`src/design/otp_uri_pkg.sv`:
```
// Package for the otpauth URI field parser: word types, result codes and
// the fixed match strings. No dependencies.

package otp_uri_pkg;

  // Limits on the label and secret lengths
  localparam int unsigned LabelMax  = 16;
  localparam int unsigned SecretMax = 128;

  // Fixed text lengths
  localparam int unsigned PrefixLen = 15;
  localparam int unsigned SearchLen = 8;

  // Special bytes
  localparam logic [7:0] CharPercent  = 8'h25;
  localparam logic [7:0] CharAmp      = 8'h26;
  localparam logic [7:0] CharQuestion = 8'h3f;
  localparam logic [7:0] CharTwo      = 8'h32;
  localparam logic [7:0] CharZero     = 8'h30;

  // Register reset values
  localparam logic [4:0] LabelLimitRst  = 5'd16;
  localparam logic [7:0] SecretLimitRst = 8'd128;
  localparam logic [7:0] SpaceCodeRst   = 8'h08;

  // Register indexes (paddr[3:2])
  typedef enum logic [1:0] {
    REG_LABEL_LIMIT  = 2'd0,
    REG_SECRET_LIMIT = 2'd1,
    REG_SPACE_CODE   = 2'd2
  } reg_idx_e;

  // Result kinds
  typedef enum logic [1:0] {
    KIND_LABEL  = 2'd0,
    KIND_SECRET = 2'd1,
    KIND_STATUS = 2'd2
  } kind_e;

  // Final status codes
  typedef enum logic [1:0] {
    ST_OK         = 2'd0,
    ST_BAD_PREFIX = 2'd1,
    ST_BAD_ESCAPE = 2'd2,
    ST_NO_SECRET  = 2'd3
  } status_e;

  // Parser phases, one-hot
  typedef enum logic [5:0] {
    PH_PREFIX = 6'b000001,
    PH_LABEL  = 6'b000010,
    PH_SEARCH = 6'b000100,
    PH_SECRET = 6'b001000,
    PH_DONE   = 6'b010000,
    PH_ERROR  = 6'b100000
  } phase_e;

  // Input word
  typedef struct packed {
    logic [7:0] byte_value;
    logic       end_of_uri;
  } in_word_t;

  // Output word
  typedef struct packed {
    logic [1:0] kind;
    logic [7:0] char_value;
    logic [1:0] status;
    logic       last;
  } out_word_t;

  // "otpauth://totp/"
  function automatic logic [7:0] prefix_char(input logic [3:0] idx);
    logic [7:0] c;
    case (idx)
      4'd0:    c = 8'h6f; // o
      4'd1:    c = 8'h74; // t
      4'd2:    c = 8'h70; // p
      4'd3:    c = 8'h61; // a
      4'd4:    c = 8'h75; // u
      4'd5:    c = 8'h74; // t
      4'd6:    c = 8'h68; // h
      4'd7:    c = 8'h3a; // :
      4'd8:    c = 8'h2f; // /
      4'd9:    c = 8'h2f; // /
      4'd10:   c = 8'h74; // t
      4'd11:   c = 8'h6f; // o
      4'd12:   c = 8'h74; // t
      4'd13:   c = 8'h70; // p
      4'd14:   c = 8'h2f; // /
      default: c = 8'h00;
    endcase
    return c;
  endfunction

  // "?secret="
  function automatic logic [7:0] search_char(input logic [2:0] idx);
    logic [7:0] c;
    case (idx)
      3'd0:    c = 8'h3f; // ?
      3'd1:    c = 8'h73; // s
      3'd2:    c = 8'h65; // e
      3'd3:    c = 8'h63; // c
      3'd4:    c = 8'h72; // r
      3'd5:    c = 8'h65; // e
      3'd6:    c = 8'h74; // t
      default: c = 8'h3d; // =
    endcase
    return c;
  endfunction

endpackage

```
`src/design/otp_uri_field_parser.sv`:
```
// Streaming otpauth URI parser: prefix check, label and secret extraction.
// Depends on otp_uri_pkg.
//
// A word's results are in the output queue in the cycle after it is accepted.
// Throughput: one byte per cycle while the output is not stalled and each byte
// yields at most one result; the last byte (byte result plus status) can stall.
// Input stall is raised when two or more results wait in the 3-entry queue.
// Reset: parser returns to the prefix phase, queue empties, registers take
// their reset values (label limit 16, secret limit 128, space code 8).

module otp_uri_field_parser import otp_uri_pkg::*; (
  input  logic        clk_i,
  input  logic        rst_ni,
  // Byte input
  input  logic        in_valid_i,
  output logic        in_stall_o,
  input  in_word_t    in_word_i,
  // Result output
  output logic        out_valid_o,
  input  logic        out_stall_i,
  output out_word_t   out_word_o,
  // Configuration port
  input  logic        psel,
  input  logic        penable,
  input  logic        pwrite,
  input  logic [3:0]  paddr,
  input  logic [31:0] pwdata,
  output logic [31:0] prdata,
  output logic        pready
);

  // Configuration registers
  logic [4:0] label_limit_q;
  logic [7:0] secret_limit_q;
  logic [7:0] space_code_q;
  logic       cfg_wr;
  reg_idx_e   cfg_idx;

  assign pready  = 1'b1;
  assign cfg_wr  = psel && penable && pwrite;
  assign cfg_idx = reg_idx_e'(paddr[3:2]);

  always_ff @(posedge clk_i or negedge rst_ni) begin
    if (!rst_ni) begin
      label_limit_q  <= LabelLimitRst;
      secret_limit_q <= SecretLimitRst;
      space_code_q   <= SpaceCodeRst;
    end else if (cfg_wr) begin
      unique case (cfg_idx)
        REG_LABEL_LIMIT:  label_limit_q  <= pwdata[4:0];
        REG_SECRET_LIMIT: secret_limit_q <= pwdata[7:0];
        REG_SPACE_CODE:   space_code_q   <= pwdata[7:0];
        default: ;
      endcase
    end
  end

  // Register readback
  always_comb begin
    prdata = '0;
    unique case (cfg_idx)
      REG_LABEL_LIMIT:  prdata = {27'd0, label_limit_q};
      REG_SECRET_LIMIT: prdata = {24'd0, secret_limit_q};
      REG_SPACE_CODE:   prdata = {24'd0, space_code_q};
      default:          prdata = '0;
    endcase
  end

  // Effective limits, clamped to the maximums
  logic [4:0] label_lim;
  logic [7:0] secret_lim;
  assign label_lim  = (label_limit_q < 5'(LabelMax)) ? label_limit_q : 5'(LabelMax);
  assign secret_lim = (secret_limit_q < 8'(SecretMax)) ? secret_limit_q : 8'(SecretMax);

  // Parser state
  phase_e     phase_q, phase_d;
  logic [3:0] prefix_idx_q, prefix_idx_d;
  logic [1:0] esc_step_q, esc_step_d;
  logic [4:0] label_cnt_q, label_cnt_d;
  logic [3:0] match_cnt_q, match_cnt_d;
  logic [7:0] secret_cnt_q, secret_cnt_d;
  status_e    err_q, err_d;

  // Output queue
  out_word_t  queue_q [3];
  logic [1:0] wr_ptr_q, rd_ptr_q;
  logic [1:0] count_q;

  logic       in_acc, out_pop;
  logic [7:0] b;
  logic       srch_hit;
  logic       emit_byte;
  out_word_t  byte_word, stat_word;
  status_e    stat;

  assign in_stall_o  = (count_q >= 2'd2);
  assign in_acc      = in_valid_i && !in_stall_o;
  assign out_valid_o = (count_q != 2'd0);
  assign out_pop     = out_valid_o && !out_stall_i;
  assign out_word_o  = queue_q[rd_ptr_q];
  assign b           = in_word_i.byte_value;

  // Naive "?secret=" matcher step
  assign srch_hit = (match_cnt_q < 4'(SearchLen)) && (b == search_char(match_cnt_q[2:0]));

  // Per-byte parse step
  always_comb begin
    phase_d      = phase_q;
    prefix_idx_d = prefix_idx_q;
    esc_step_d   = esc_step_q;
    label_cnt_d  = label_cnt_q;
    match_cnt_d  = match_cnt_q;
    secret_cnt_d = secret_cnt_q;
    err_d        = err_q;
    emit_byte    = 1'b0;
    byte_word    = '{kind: KIND_LABEL, char_value: b, status: ST_OK, last: 1'b0};
    stat         = ST_OK;

    unique case (phase_q)
      PH_PREFIX: begin
        if (prefix_idx_q < 4'(PrefixLen) && b == prefix_char(prefix_idx_q)) begin
          prefix_idx_d = prefix_idx_q + 4'd1;
          if (prefix_idx_d == 4'(PrefixLen)) phase_d = PH_LABEL;
        end else begin
          err_d   = ST_BAD_PREFIX;
          phase_d = PH_ERROR;
        end
      end
      PH_LABEL: begin
        if (esc_step_q == 2'd1) begin
          if (b == CharTwo) begin
            esc_step_d = 2'd2;
          end else begin
            err_d   = ST_BAD_ESCAPE;
            phase_d = PH_ERROR;
          end
        end else if (esc_step_q == 2'd2) begin
          if (b == CharZero) begin
            emit_byte            = 1'b1;
            byte_word.char_value = space_code_q;
            label_cnt_d          = label_cnt_q + 5'd1;
            esc_step_d           = 2'd0;
          end else begin
            err_d   = ST_BAD_ESCAPE;
            phase_d = PH_ERROR;
          end
        end else if (label_cnt_q >= label_lim || b == CharQuestion) begin
          // Byte starts the search
          phase_d = PH_SEARCH;
          if (srch_hit) begin
            match_cnt_d = match_cnt_q + 4'd1;
            if (match_cnt_d == 4'(SearchLen)) phase_d = PH_SECRET;
          end else begin
            match_cnt_d = '0;
          end
        end else if (b == CharPercent) begin
          esc_step_d = 2'd1;
        end else begin
          emit_byte   = 1'b1;
          label_cnt_d = label_cnt_q + 5'd1;
        end
      end
      PH_SEARCH: begin
        if (srch_hit) begin
          match_cnt_d = match_cnt_q + 4'd1;
          if (match_cnt_d == 4'(SearchLen)) phase_d = PH_SECRET;
        end else begin
          match_cnt_d = '0;
        end
      end
      PH_SECRET: begin
        if (secret_cnt_q >= secret_lim || b == CharAmp) begin
          phase_d = PH_DONE;
        end else begin
          emit_byte      = 1'b1;
          byte_word.kind = KIND_SECRET;
          secret_cnt_d   = secret_cnt_q + 8'd1;
        end
      end
      PH_DONE, PH_ERROR: ;
      default: ;
    endcase

    // Final status from the updated state
    if (err_d != ST_OK)          stat = err_d;
    else if (phase_d == PH_PREFIX) stat = ST_BAD_PREFIX;
    else if (phase_d == PH_LABEL)
      stat = (esc_step_d != 2'd0) ? ST_BAD_ESCAPE : ST_NO_SECRET;
    else if (phase_d == PH_SEARCH) stat = ST_NO_SECRET;
    else                           stat = ST_OK;

    // End of URI returns the parser to its reset state
    if (in_word_i.end_of_uri) begin
      phase_d      = PH_PREFIX;
      prefix_idx_d = '0;
      esc_step_d   = '0;
      label_cnt_d  = '0;
      match_cnt_d  = '0;
      secret_cnt_d = '0;
      err_d        = ST_OK;
    end
  end

  assign stat_word = '{kind: KIND_STATUS, char_value: 8'd0, status: stat, last: 1'b1};

  always_ff @(posedge clk_i or negedge rst_ni) begin
    if (!rst_ni) begin
      phase_q      <= PH_PREFIX;
      prefix_idx_q <= '0;
      esc_step_q   <= '0;
      label_cnt_q  <= '0;
      match_cnt_q  <= '0;
      secret_cnt_q <= '0;
      err_q        <= ST_OK;
    end else if (in_acc) begin
      phase_q      <= phase_d;
      prefix_idx_q <= prefix_idx_d;
      esc_step_q   <= esc_step_d;
      label_cnt_q  <= label_cnt_d;
      match_cnt_q  <= match_cnt_d;
      secret_cnt_q <= secret_cnt_d;
      err_q        <= err_d;
    end
  end

  // Queue pointer step, modulo three
  function automatic logic [1:0] ptr_inc(input logic [1:0] p);
    return (p == 2'd2) ? 2'd0 : p + 2'd1;
  endfunction

  logic       push_byte, push_stat;
  logic [1:0] stat_ptr;
  logic [1:0] push_cnt;

  assign push_byte = in_acc && emit_byte;
  assign push_stat = in_acc && in_word_i.end_of_uri;
  assign stat_ptr  = push_byte ? ptr_inc(wr_ptr_q) : wr_ptr_q;
  assign push_cnt  = {1'b0, push_byte} + {1'b0, push_stat};

  // Queue payload
  always_ff @(posedge clk_i) begin
    if (push_byte) queue_q[wr_ptr_q] <= byte_word;
    if (push_stat) queue_q[stat_ptr] <= stat_word;
  end

  // Queue pointers and fill count
  always_ff @(posedge clk_i or negedge rst_ni) begin
    if (!rst_ni) begin
      wr_ptr_q <= '0;
      rd_ptr_q <= '0;
      count_q  <= '0;
    end else begin
      if (push_stat)      wr_ptr_q <= ptr_inc(stat_ptr);
      else if (push_byte) wr_ptr_q <= ptr_inc(wr_ptr_q);
      if (out_pop) rd_ptr_q <= ptr_inc(rd_ptr_q);
      count_q <= count_q + push_cnt - {1'b0, out_pop};
    end
  end

endmodule
```
`config.mk`:
```
export PLATFORM = sky130hd
export DESIGN_NAME = otp_uri_field_parser
export DESIGN_NICKNAME = d
export VERILOG_FILES = /design/src/design/otp_uri_pkg.sv /design/src/design/otp_uri_field_parser.sv
export SDC_FILE = /design/constraint.sdc
export NUM_CORES = 1
export LEC_CHECK = 0
export BUFFER_PORTS_ARGS = -buffer_cell sky130_fd_sc_hd__buf_4
export CAP_MARGIN = 20
export CORE_MARGIN = 5
export CORE_UTILIZATION = 40
export CTS_BUF_LIST = sky130_fd_sc_hd__clkbuf_4 sky130_fd_sc_hd__clkbuf_8 sky130_fd_sc_hd__clkbuf_16
export DETAILED_ROUTE_END_ITERATION = 10
export GPL_TIMING_DRIVEN = 0
export SLEW_MARGIN = 0
export SYNTH_ARGS = -nofsm -noshare
export SYNTH_HDL_FRONTEND = slang
export SYNTH_SLANG_ARGS = --single-unit
```
`constraint.sdc`:
```
create_clock -name clk_i -period 3.7 [get_ports clk_i]
set_clock_uncertainty 0.1 [all_clocks]
set_input_delay 0.555 -clock clk_i [delete_from_list [all_inputs] [get_ports clk_i]]
set_output_delay 0.555 -clock clk_i [all_outputs]
set_load 0.03 [all_outputs]
```
# ---- Word level (Yosys, flattened, before mapping)
# Memories as Yosys holds them, arrays and structs flattened.
# Index checks and enable logic that the tools add are counted.
dict set report totals {
  mem_bits_rw 39
  rom_bits 112
  reg_bits 58
  wordCells 179
  input_bits 52
  n_memories 2
  output_inout_bits 48
}
# name words word_bits read_ports rd_clocked_by_memory_dff write_ports line_no
set mem_list {}
lappend mem_list {{(no name shown)} 16 7 1 0 0 otp_uri_pkg.sv:75} ;# case (idx)
lappend mem_list {queue_q 3 13 1 0 2 otp_uri_field_parser.sv:85} ;# out_word_t queue_q [3];
dict set report op_classes {
  addsub 10
  mux 80
  order_cmp 7
  n_reduce_logical 30
  eq_ne 37
}
# operator n
set ops {}
lappend ops {{2-to-1 mux 8 bit} 9}
lappend ops {{2-to-1 mux 6 bit} 11}
lappend ops {{2-to-1 mux 2 bit} 23}
lappend ops {{one-hot mux 7 bit (6 select lines)} 1}
lappend ops {{equality test 8 x 6 -> 1 bit, second input constant} 5}
lappend ops {{2-to-1 mux 4 bit} 10}
lappend ops {{2-to-1 mux 5 bit} 8}
lappend ops {{one-hot mux 6 bit (4 select lines)} 1}
lappend ops {{one-hot mux 8 bit (3 select lines)} 1}
lappend ops {{equality test 8 bit} 2}
lappend ops {{!= test 3 bit, second input constant} 5}
lappend ops {{nonzero test 2 bit} 7}
lappend ops {{2-to-1 mux 1 bit} 13}
lappend ops {{equality test 6 x 1 -> 1 bit, second input constant} 2}
lappend ops {{equality test 6 x 2 -> 1 bit, second input constant} 2}
lappend ops {{equality test 6 x 3 -> 1 bit, second input constant} 2}
lappend ops {{equality test 2 bit, second input constant} 5}
lappend ops {{equality test 3 bit, second input constant} 3}
lappend ops {{adder 4 x 1 -> 4 bit, second input constant} 2}
lappend ops {{adder 8 x 1 -> 8 bit, second input constant} 1}
lappend ops {{equality test 4 bit, second input constant} 2}
lappend ops {{>= comparator 8 bit} 1}
lappend ops {{logical AND 1 bit} 8}
lappend ops {{< comparator 4 bit, second input constant} 2}
lappend ops {{other kinds (28)} 38}

# ---- Depth between registers and ports, before layout
# Gate-level depths: netlist of the first run.
dict set report logic_depth {
  ltp_word 15
  ltp_mapped 14
  depth_no_buf 13
}

# ---- Worst setup path after synthesis of the first run
# Ideal clock, no wire load.
dict set report synth_path {
  path_type {register to register}
  start {register secret_limit_q[7]}
  end {memory queue_q[2][1] in the netlist's numbering (enable)}
  required_ns 3.309
  period_less_slack_ns 3.391
  path_stages_with_launch 13
  setup_ns 0.291
  setup_slack_ns 0.309
  arrival_time_ns 3.000
  path_buffers 2
  path_cell_list {dfstp_2 > clkinv_1 > ha_1 > and4_1 > a221oi_1 > nand3_1 > nor3_2 > a211o_1 > buf_4 > nand2_4 > nor3b_4 > buf_4 > or2_2}
}
# item line_no
set synth_lines {}
lappend synth_lines {{start, declared} otp_uri_field_parser.sv:34} ;# logic [7:0] secret_limit_q;
lappend synth_lines {{start signal, assigned} otp_uri_field_parser.sv:46} ;# secret_limit_q <= SecretLimitRst;
lappend synth_lines {{start signal, assigned} otp_uri_field_parser.sv:51} ;# REG_SECRET_LIMIT: secret_limit_q <= pwdata[7:0];
lappend synth_lines {{end, declared} otp_uri_field_parser.sv:85}

==> out/qor.txt, run 1 <==
outcome -> finished, final reports clean
Cell variety after synth -> 75
final hold vios -> 0
die height -> 134 um
1st-iter DRT viols -> 310
top-area cell type share of the netlist area -> 22.0%
CTS buffer count -> 9
grt total ovfl -> 0
H-tree depth -> 3
max cap viols -> 0
final core occ -> 48.1%
Clock Latency Late Sink -> 0.35 ns
endpoints failing setup -> 0
Worst Max-Slew Pin Slew -> 0.778 ns
Crit Path Class -> reg2reg
Cell Area, Synth -> 6140 um2
vias per cell -> 5.51
Yosys reg bits -> 94
Slew HR -> 48.1%
Remaining DRCs -> 0
initial core utilization -> 40.5%
Synth area leader -> dfrtp_1
R2R cell count -> 12
Placed Instance Area -> 6790 um2
antenna cells -> 0
die width -> 134 um
Placed Cells -> 951
CTS tree -> built
post-detailed-route count of antenna-violating nets -> 0
Detailed Route WL -> 16.6 mm
total global-route track usage -> 18.8%
Pwr Total -> 4.08 mW
RR Endpoint -> queue_q[2][1]$_DFFE_PP_
antenna violations before repair -> 0
first-pass GRT wire length -> 27.3 mm
First-pass DRT Iterations -> 5
Die Area -> 17900 um2
Non-Filler Instances -> 973
largest cells by area after synthesis -> dfrtp_1 (22%), dfxtp_1 (9.8%), ha_1 (5.9%), mux2i_1 (5.1%), nor2_1 (4.3%)
gpl congestion -> 0.846
DPL Wire Length -> 12.1 mm
crit path launch -> secret_limit_q[7]$_DFFE_PN1P_
Syn Inst Count -> 696
core area -> 15100 um2
P&R area growth vs syn -> 18.6%
I/O Buffers -> 42
setup tns final -> 0 ns
vias in the first global route -> 5413
Hold WC Path Type -> in2async
Most used DFF post-synth -> dfrtp_1
clk root buf -> clkbuf_16
critical path arrival -> 3.48 ns
YS warnings -> 0
period utilization -> 94.5%
CP endpoint kind -> flip-flop
via count -> 5358
largest net degree at the start of global routing -> 59
Rows -> 45
LEAKAGE -> 3.11 nW
Slew Limit Fails -> 0
peak fanout along the critical path -> 8
share of layout cells above drive strength 1 -> 20.9%
number of enable flip-flop cells after synthesis -> 6
Ports -> 100
Worst-path clk slew -> 0.07 ns
crit start category -> flip-flop
Worst IR Drop VDD -> 0.000226 V
Post-synth ARST share -> 61.7%
Data required, critical path -> 3.69 ns
Slowest-stage cell, CP -> dfstp_2
Reg-to-Reg Start -> secret_limit_q[7]$_DFFE_PN1P_
post-synthesis sequential area ratio -> 36.4%
Final nets -> 862
CTS Buffer Depth -> 2
final instance area -> 7280 um2
FMAX -> 286 MHz
CTS sink count -> 94
post-route minimum period -> 3.50 ns
r2r setup slk -> 0.20 ns
syn avg cell area -> 8.82 um2
Avg WL per Cell -> 17.0 um
PD cells -> 560 nW/um2
crit path cell chain -> clkinvlp_4 -> ha_1 -> and4_1 -> nand2_1 -> a21oi_2 -> nor3_4 -> buf_4 -> nand2b_1 -> a221oi_1 -> xor2_2 -> a31oi_2 -> nor3_1
count leader, synth -> nor2_1
slowest stage delay, CP -> 0.57 ns
cts hold-fix bufs -> 0
Post-synth top cells -> nor2_1 (70), nand2_1 (69), dfrtp_1 (54), o21ai_0 (44), mux2i_1 (31)
[sequential cells by signal, summed over array words and instances (netlist names)]
| name | count |
|---|---|
| label_limit_q | 5 |
| prefix_idx_q | 4 |
| esc_step_q | 2 |
| secret_limit_q | 8 |
| err_q | 2 |
| label_cnt_q | 5 |
| queue_q | 36 |
| rd_ptr_q | 2 |
| secret_cnt_q | 8 |
| wr_ptr_q | 2 |
| space_code_q | 8 |
| count_q | 2 |
| match_cnt_q | 4 |
| phase_q | 6 |
[layout by cell type (no fill, tap or decap), drive strengths merged, types with 5 or more instances in the layout]
cell	n
nand2	70
conb	25
or3	5
dfxtp	30
edfxtp	6
nor2	70
clkbuf	37
xnor2	12
nor4b	5
inv	28
mux2i	31
dfrtp	54
nand2b	9
a21oi	28
nor3	18
o21ai	45
mux2	21
nand3	17
ha	29
buf	90
o22ai	9
a31oi	8
xor2	12
nor3b	7
nor2b	11
a211oi	26
[worst max-delay path by stage]
stage                              endpoint  slack, ns  cells after the start
floorplan           queue_q[2][1]$_DFFE_PP_       0.31                     12
global placement    queue_q[0][1]$_DFFE_PP_      -0.36                     12
detailed placement  queue_q[0][1]$_DFFE_PP_      -0.39                     12
CTS                 queue_q[2][1]$_DFFE_PP_      0.007                     10
global route        queue_q[2][2]$_DFFE_PP_     -0.006                     12
finish              queue_q[2][1]$_DFFE_PP_       0.20                     12
[where the power goes]
group	leakage, nW	total (mW)	switching [mW]	internal [mW]
registers	1.03	1.36	0.158	1.20
logic	1.92	1.69	1.04	0.654
clock network	0.161	1.02	0.416	0.606
[area by class of cell]
class / count / area (um2)
Sequential cell: 94 / 2240
Clock buffer: 10 / 233
Inverter: 26 / 101
Clock inverter: 6 / 91.3
Multi-Input combinational cell: 532 / 3630
Buffer: 67 / 374
Tap cell: 188 / 235
Timing Repair Buffer: 50 / 375
Fill cell: 1457 / 7870
[what timing repair did]
| action | 4_1_cts | 5_1_grt |
|---|---|---|
| setup buffers | 4 | 2 |
| resized for setup | 3 | 20 |
| pin swaps | 3 | 5 |
| setup endpoints to repair | 38 | 40 |
[metrics by stage]
| stage | hold slack [ns] | setup slack [ns] |
|---|---|---|
| after floorplan | 0.159 | 0.309 |
| after global placement | 0.350 | -0.361 |
| after detailed placement | 0.352 | -0.387 |
| after CTS | 0.214 | 0.00734 |
| after global routing | 0.266 | -0.00606 |
| final | 0.190 | 0.202 |
[kinds of logic (layout without fill, tap and decap cells)]
group / after synthesis / in the layout / synth area share [%]
xor gates and xnor gates: 24 / 24 / 3.42
other: 2 / 25 / 0.122
and+or+nand+nor: 238 / 238 / 19.5
DFF: 94 / 94 / 36.4
buffers and inverters: 93 / 159 / 7.64
AOI/OAI and AO/OA: 163 / 163 / 17.7
muxes: 52 / 52 / 8.91
adders and majority gates: 30 / 30 / 6.24
[per-layer routing]
layer,up-vias,part of all wire (%),global-route usage (%)
li1,2592,-,-
met1,2598,46,25.1
met2,141,48,31.4
met3,27,4.3,2.29
met4,0,2.4,6.97
met5,-,0,0
[critical path: cells and delay by family (launching register included)]
family | cells | cell delay [ns]
xor+xnor | 1 | 0.18
compound gates | 3 | 1.05
flops | 1 | 0.57
simple gates | 5 | 0.66
fa+ha+maj | 1 | 0.37
buf+inv | 2 | 0.31
Note: power is estimated with default switching activity, not from simulation.
==> run 2: changes to the inputs <==
Clock period 3.7 ns to 3.9 ns, I/O delays scaled along.
==> run 2 against run 1 <==
Net effect: combinational power fell by 8%; worst setup slack improved by 0.069 ns; non-clock buffer count down 2; worst hold slack improved by 0.029 ns; clock power shrank 5%; power down 6.7%; largest power group unchanged.
==> out/qor.txt, run 2 (same netlist as run 1, synthesis figures left out) <==
total global-route track usage -> 18.7% (-0.079 points)
Switch Pwr -> 1.49 mW (-7.7%)
Avg WL per Cell -> 16.9 um (-0.81%)
Data required, critical path -> 3.87 ns (+0.18 ns)
clock power share -> 25.4% (+0.3 points)
Worst IR Drop VDD -> 0.000213 V (-5.6%)
period utilization -> 93.0% (-1.5 points)
vias in the first global route -> 5399 (-0.26%)
pre-CTS WS -> -0.187 ns (+0.200 ns)
via count -> 5330 (-0.52%)
most frequent cells in the layout -> buf_4 (77), nor2_1 (70), nand2_1 (69)
Ports -> 100 (unchanged)
CTS tree -> built
Worst-path clk slew -> 0.07 ns (about the same)
outcome -> finished, final reports clean
unrepaired setup endpoints after global routing -> false
CP endpoint kind -> flip-flop
final hold vios -> 0 (unchanged)
H-tree depth -> 3 (unchanged)
r2r setup slk -> 0.27 ns (+0.07 ns)
Slowest-stage cell, CP -> dfstp_2
largest net degree at the start of global routing -> 59 (unchanged)
grt total ovfl -> 0 (unchanged)
clk root buf -> clkbuf_16
RR Endpoint -> queue_q[1][2]$_DFFE_PP_
LEAKAGE -> 3.08 nW (-0.88%)
switching power as a share of total power -> 39.1% (-0.45 points)
die width -> 134 um (unchanged)
vias per cell -> 5.49 (-0.32%)
1st-iter DRT viols -> 331 (+6.8%)
antenna cells -> 0 (unchanged)
sequential share of power -> 33.9% (+0.5 points)
Detailed Route WL -> 16.4 mm (-1.0%)
Worst path most repeated cell -> buf_2
Rows -> 45 (unchanged)
CTS buffer count -> 9 (unchanged)
DPL Wire Length -> 12.1 mm (unchanged)
Final nets -> 860 (-0.23%)
slowest stage delay, CP -> 0.55 ns (-0.02 ns)
commonest non-fill, non-tap cell in the layout -> buf_4
Clock Latency Late Sink -> 0.35 ns (about the same)
first-pass GRT wire length -> 27.2 mm (-0.43%)
First-pass DRT Iterations -> 5 (unchanged)
Slew Limit Fails -> 0 (unchanged)
CTS Buffer Depth -> 2 (unchanged)
cts hold-fix bufs -> 0 (unchanged)
Remaining DRCs -> 0 (unchanged)
Final WS setup -> 0.271 ns (+0.0690 ns)
Die Area -> 17900 um2 (unchanged)
I/O Buffers -> 42 (unchanged)
Comb power frac -> 40.7% (-0.8 points)
post-detailed-route count of antenna-violating nets -> 0 (unchanged)
Worst Max-Slew Pin Slew -> 0.828 ns (+0.0493 ns)
Pint -> 2.32 mW (-6.0%)
peak fanout along the critical path -> 10 (+2)
critical path arrival -> 3.60 ns (+0.12 ns)
P&R area growth vs syn -> 16.8%
endpoints failing setup -> 0 (unchanged)
initial core utilization -> 40.5% (unchanged)
gpl congestion -> 0.846 (unchanged)
post-route minimum period -> 3.63 ns (+0.131 ns)
antenna violations before repair -> 0 (unchanged)
crit start category -> flip-flop
flip-flop count of the largest register after layout -> 36 (unchanged)
CTS sink count -> 94 (unchanged)
die height -> 134 um (unchanged)
core area -> 15100 um2 (unchanged)
crit path cell chain -> clkinv_1 -> ha_1 -> and4_1 -> a221oi_1 -> nand3_1 -> nor3_4 -> a211o_1 -> buf_4 -> and3_1 -> buf_2 -> buf_2 -> or2_2
share of layout cells above drive strength 1 -> 19.2% (-1.7 points)
FMAX -> 276 MHz (-3.6%)
Reg-to-Reg Start -> secret_limit_q[7]$_DFFE_PN1P_
Hold WC Path Type -> in2async
final core occ -> 47.3% (-0.74 points)
Slew HR -> 44.4% (-3.7 points)
PD cells -> 531 nW/um2 (-5.2%)
Crit Path Class -> reg2reg
Reg with most FFs -> queue_q
R2R cell count -> 12 (unchanged)
max cap viols -> 0 (unchanged)
run 2: power groups by stage:
stage,registers (mW),clock network (mW),logic [mW]
floorplan,1.26,0,1.14
global placement,1.30,0,1.49
detailed placement,1.31,0,1.53
CTS,1.29,0.993,1.54
global route,1.32,1.03,1.71
finish,1.29,0.969,1.55
run 2: cell type report:
class | count | area [um2]
repair buffers | 48 | 360
clock inverters | 6 | 91.3
fillers | 1469 | 7980
clock buffers | 10 | 233
plain buffers | 67 | 372
flip-flops and latches | 94 | 2240
well taps | 188 | 235
multi-input cells | 532 | 3540
inverters | 26 | 97.6
run 2: worst max-delay path by stage:
stage	to	start	cells past startpoint	slack, ns
after floorplan	queue_q[2][1]$_DFFE_PP_	secret_limit_q[7]$_DFFE_PN1P_	12	0.51
after global placement	queue_q[0][1]$_DFFE_PP_	secret_limit_q[7]$_DFFE_PN1P_	12	-0.16
after detailed placement	queue_q[0][1]$_DFFE_PP_	secret_limit_q[7]$_DFFE_PN1P_	12	-0.19
after CTS	count_q[1]$_DFF_PN0_	secret_limit_q[7]$_DFFE_PN1P_	13	0.11
after global routing	queue_q[1][2]$_DFFE_PP_	secret_limit_q[7]$_DFFE_PN1P_	13	0.04
final	queue_q[1][2]$_DFFE_PP_	secret_limit_q[7]$_DFFE_PN1P_	12	0.27
run 2: per-stage QoR:
stage / power, mW / hold slack (ns) / TNS [ns] / instance area, um2 / cells
2_1_floorplan: 2.40 / 0.189 / 0 / 6220 / 719
6_report: 3.81 / 0.219 / 0 / 7170 / 971
5_1_grt: 4.06 / 0.298 / 0 / 7170 / 971
3_3_place_gp: 2.79 / 0.350 / -0.578 / 6780 / 949
4_1_cts: 3.82 / 0.244 / 0 / 7140 / 969
3_5_place_dp: 2.84 / 0.352 / -0.697 / 6790 / 951
run 2: repair_timing:
item                                   CTS  global route
pin swaps                                2             1
buffers inserted                         2             2
endpoints found under the hold margin    0             0
resized for setup                        1             5
setup endpoints to repair                9            31
gates cloned                             0             0
run 2: metal layers:
metal / GRT usage (%) / vias up / part of all wire (%)
met5: 0 / - / 0
met4: 7.03 / 0 / 2.2
met3: 2.25 / 21 / 4.2
met2: 31.2 / 147 / 48
met1: 25.0 / 2572 / 46
li1: - / 2590 / -
run 2: worst max-delay path: cells and delay by family, from the launching register on:
kind | cells | cell delay (ns)
flip-flops | 1 | 0.55
AND/OR/NAND/NOR | 5 | 1.04
adder cells (fa/ha/maj) | 1 | 0.38
buffers and inverters | 4 | 0.87
AO/OA/AOI/OAI | 2 | 0.39
==> run 3: changes to the inputs <==
Clock period 3.9 ns to 3.6 ns, I/O delays scaled along.
==> run 3 against run 2 <==
Net effect: first-iteration DRC count shrank 7.3%; clock power grew 9%; via count shrank 0.34%; routed wire length grew 0.62%; cell count grew 0.21%; power grew 10%; critical path type unchanged; largest power group unchanged.
==> out/qor.txt, run 3 (same netlist as run 1, synthesis figures left out) <==
Pwr Total -> 4.21 mW (+10%)
CTS Buffer Depth -> 2 (unchanged)
P&R area growth vs syn -> 18.9%
Placed Cells -> 951 (unchanged)
Detailed Route WL -> 16.5 mm (+0.62%)
CP endpoint kind -> flip-flop
crit path cell chain -> clkinv_2 -> ha_1 -> and4_1 -> nand2_1 -> a21oi_1 -> nor3_4 -> buf_4 -> nand2b_1 -> a221oi_2 -> xor2_2 -> a31oi_2 -> nor3_1
outcome -> finished, final reports clean
CTS sink count -> 94 (unchanged)
core area -> 15100 um2 (unchanged)
critical path arrival -> 3.43 ns (-0.17 ns)
Crit Path Class -> reg2reg
die height -> 134 um (unchanged)
via count -> 5312 (-0.34%)
DPL Wire Length -> 12.1 mm (unchanged)
I/O Buffers -> 42 (unchanged)
antenna cells -> 0 (unchanged)
Clock Latency Late Sink -> 0.35 ns (about the same)
slowest stage delay, CP -> 0.55 ns (about the same)
Reg with most FFs -> queue_q
initial core utilization -> 40.5% (unchanged)
final hold vios -> 0 (unchanged)
CTS tree -> built
clk root buf -> clkbuf_16
1st-iter DRT viols -> 307 (-7.3%)
PD cells -> 576 nW/um2 (+8.5%)
period utilization -> 95.6% (+2.6 points)
vias per cell -> 5.46 (-0.54%)
total global-route track usage -> 18.7% (about the same)
most frequent cells in the layout -> buf_4 (79), nor2_1 (70), nand2_1 (69)
Slowest-stage cell, CP -> dfstp_2
endpoints failing setup -> 0 (unchanged)
antenna violations before repair -> 0 (unchanged)
CTS buffer count -> 9 (unchanged)
largest net degree at the start of global routing -> 59 (unchanged)
post-detailed-route count of antenna-violating nets -> 0 (unchanged)
Worst-path clk slew -> 0.07 ns (about the same)
grt total ovfl -> 0 (unchanged)
Rows -> 45 (unchanged)
Slew HR -> 48.6% (+4.2 points)
vias in the first global route -> 5381 (-0.33%)
First-pass DRT Iterations -> 5 (unchanged)
Worst Max-Slew Pin Slew -> 0.771 ns (-0.0567 ns)
crit start category -> flip-flop
CP bufs+invs -> 2 (-2)
H-tree depth -> 3 (unchanged)
FMAX -> 290 MHz (+5.4%)
Worst IR Drop VDD -> 0.000233 V (+9.1%)
Slew Limit Fails -> 0 (unchanged)
Ports -> 100 (unchanged)
die width -> 134 um (unchanged)
LEAKAGE -> 3.12 nW (+1.2%)
Die Area -> 17900 um2 (unchanged)
unrepaired setup endpoints after global routing -> true
share of layout cells above drive strength 1 -> 21.1% (+2.0 points)
commonest non-fill, non-tap cell in the layout -> buf_4
peak fanout along the critical path -> 8 (-2)
Avg WL per Cell -> 16.9 um (+0.41%)
max cap viols -> 0 (unchanged)
Final nets -> 862 (+0.23%)
setup tns final -> 0 ns (unchanged)
Hold WC Path Type -> in2async
Remaining DRCs -> 0 (unchanged)
WHS -> 0.172 ns (-0.0470 ns)
flip-flop count of the largest register after layout -> 36 (unchanged)
Data required, critical path -> 3.59 ns (-0.28 ns)
critical path's top delay family -> compound AO/OA/AOI/OAI gates
gpl congestion -> 0.846 (unchanged)
first-pass GRT wire length -> 27.2 mm (about the same)
post-route minimum period -> 3.44 ns (-0.186 ns)
Non-Filler Instances -> 973 (+0.21%)
-- run 3: repair_timing --
action,4_1_cts,5_1_grt
resized for setup,10,17
setup endpoints to repair,47,15
hold buffers,0,0
buffers inserted,4,3
pin swaps,4,5
-- run 3: report_power, final --
part	internal [mW]	switching [mW]
sequential	1.24	0.162
combinational	0.678	1.07
clock	0.623	0.433
-- run 3: final cells by class --
cell class                      count  area (um2)
Fill cell                        1447        7850
Multi-Input combinational cell    532        3650
Sequential cell                    94        2240
Timing Repair Buffer               51         383
Buffer                             66         370
Tap cell                          188         235
Clock buffer                       10         233
Inverter                           26        98.8
Clock inverter                      6        91.3
-- run 3: through the flow --
step           instance area [um2]  utilization, %  setup WS (ns)
2_1_floorplan                 6220               -          0.209
3_3_place_gp                  6780            44.7         -0.461
3_5_place_dp                  6790            44.8         -0.487
4_1_cts                       7180            47.4         0.0527
5_1_grt                       7300            48.2        -0.0125
6_report                      7300            48.2          0.157
-- run 3: worst paths after layout --
check	from	endpoint	slack [ns]	cells past startpoint
setup / recovery	secret_limit_q[7]$_DFFE_PN1P_	queue_q[2][1]$_DFFE_PP_	0.16	12
hold / removal	rst_ni	match_cnt_q[1]$_DFFE_PN0P_	0.17	1
setup reg to reg	secret_limit_q[7]$_DFFE_PN1P_	queue_q[2][1]$_DFFE_PP_	0.16	12
hold reg to reg	queue_q[1][0]$_SDFFE_PP1P_	queue_q[1][0]$_SDFFE_PP1P_	0.36	2
max in group asynchronous	rst_ni	match_cnt_q[0]$_DFFE_PN0P_	2.69	1
min in group clk_i	pwdata[7]	secret_limit_q[7]$_DFFE_PN1P_	0.31	3
-- run 3: per-layer routing --
layer  track usage, %  wire length [um]  up-vias
met1             25.1              7640     2583
met3             2.21               605       21
met4             6.97               357        0
met2             31.2              7890      117
met5                0                 0        -
li1                 -                 -     2591
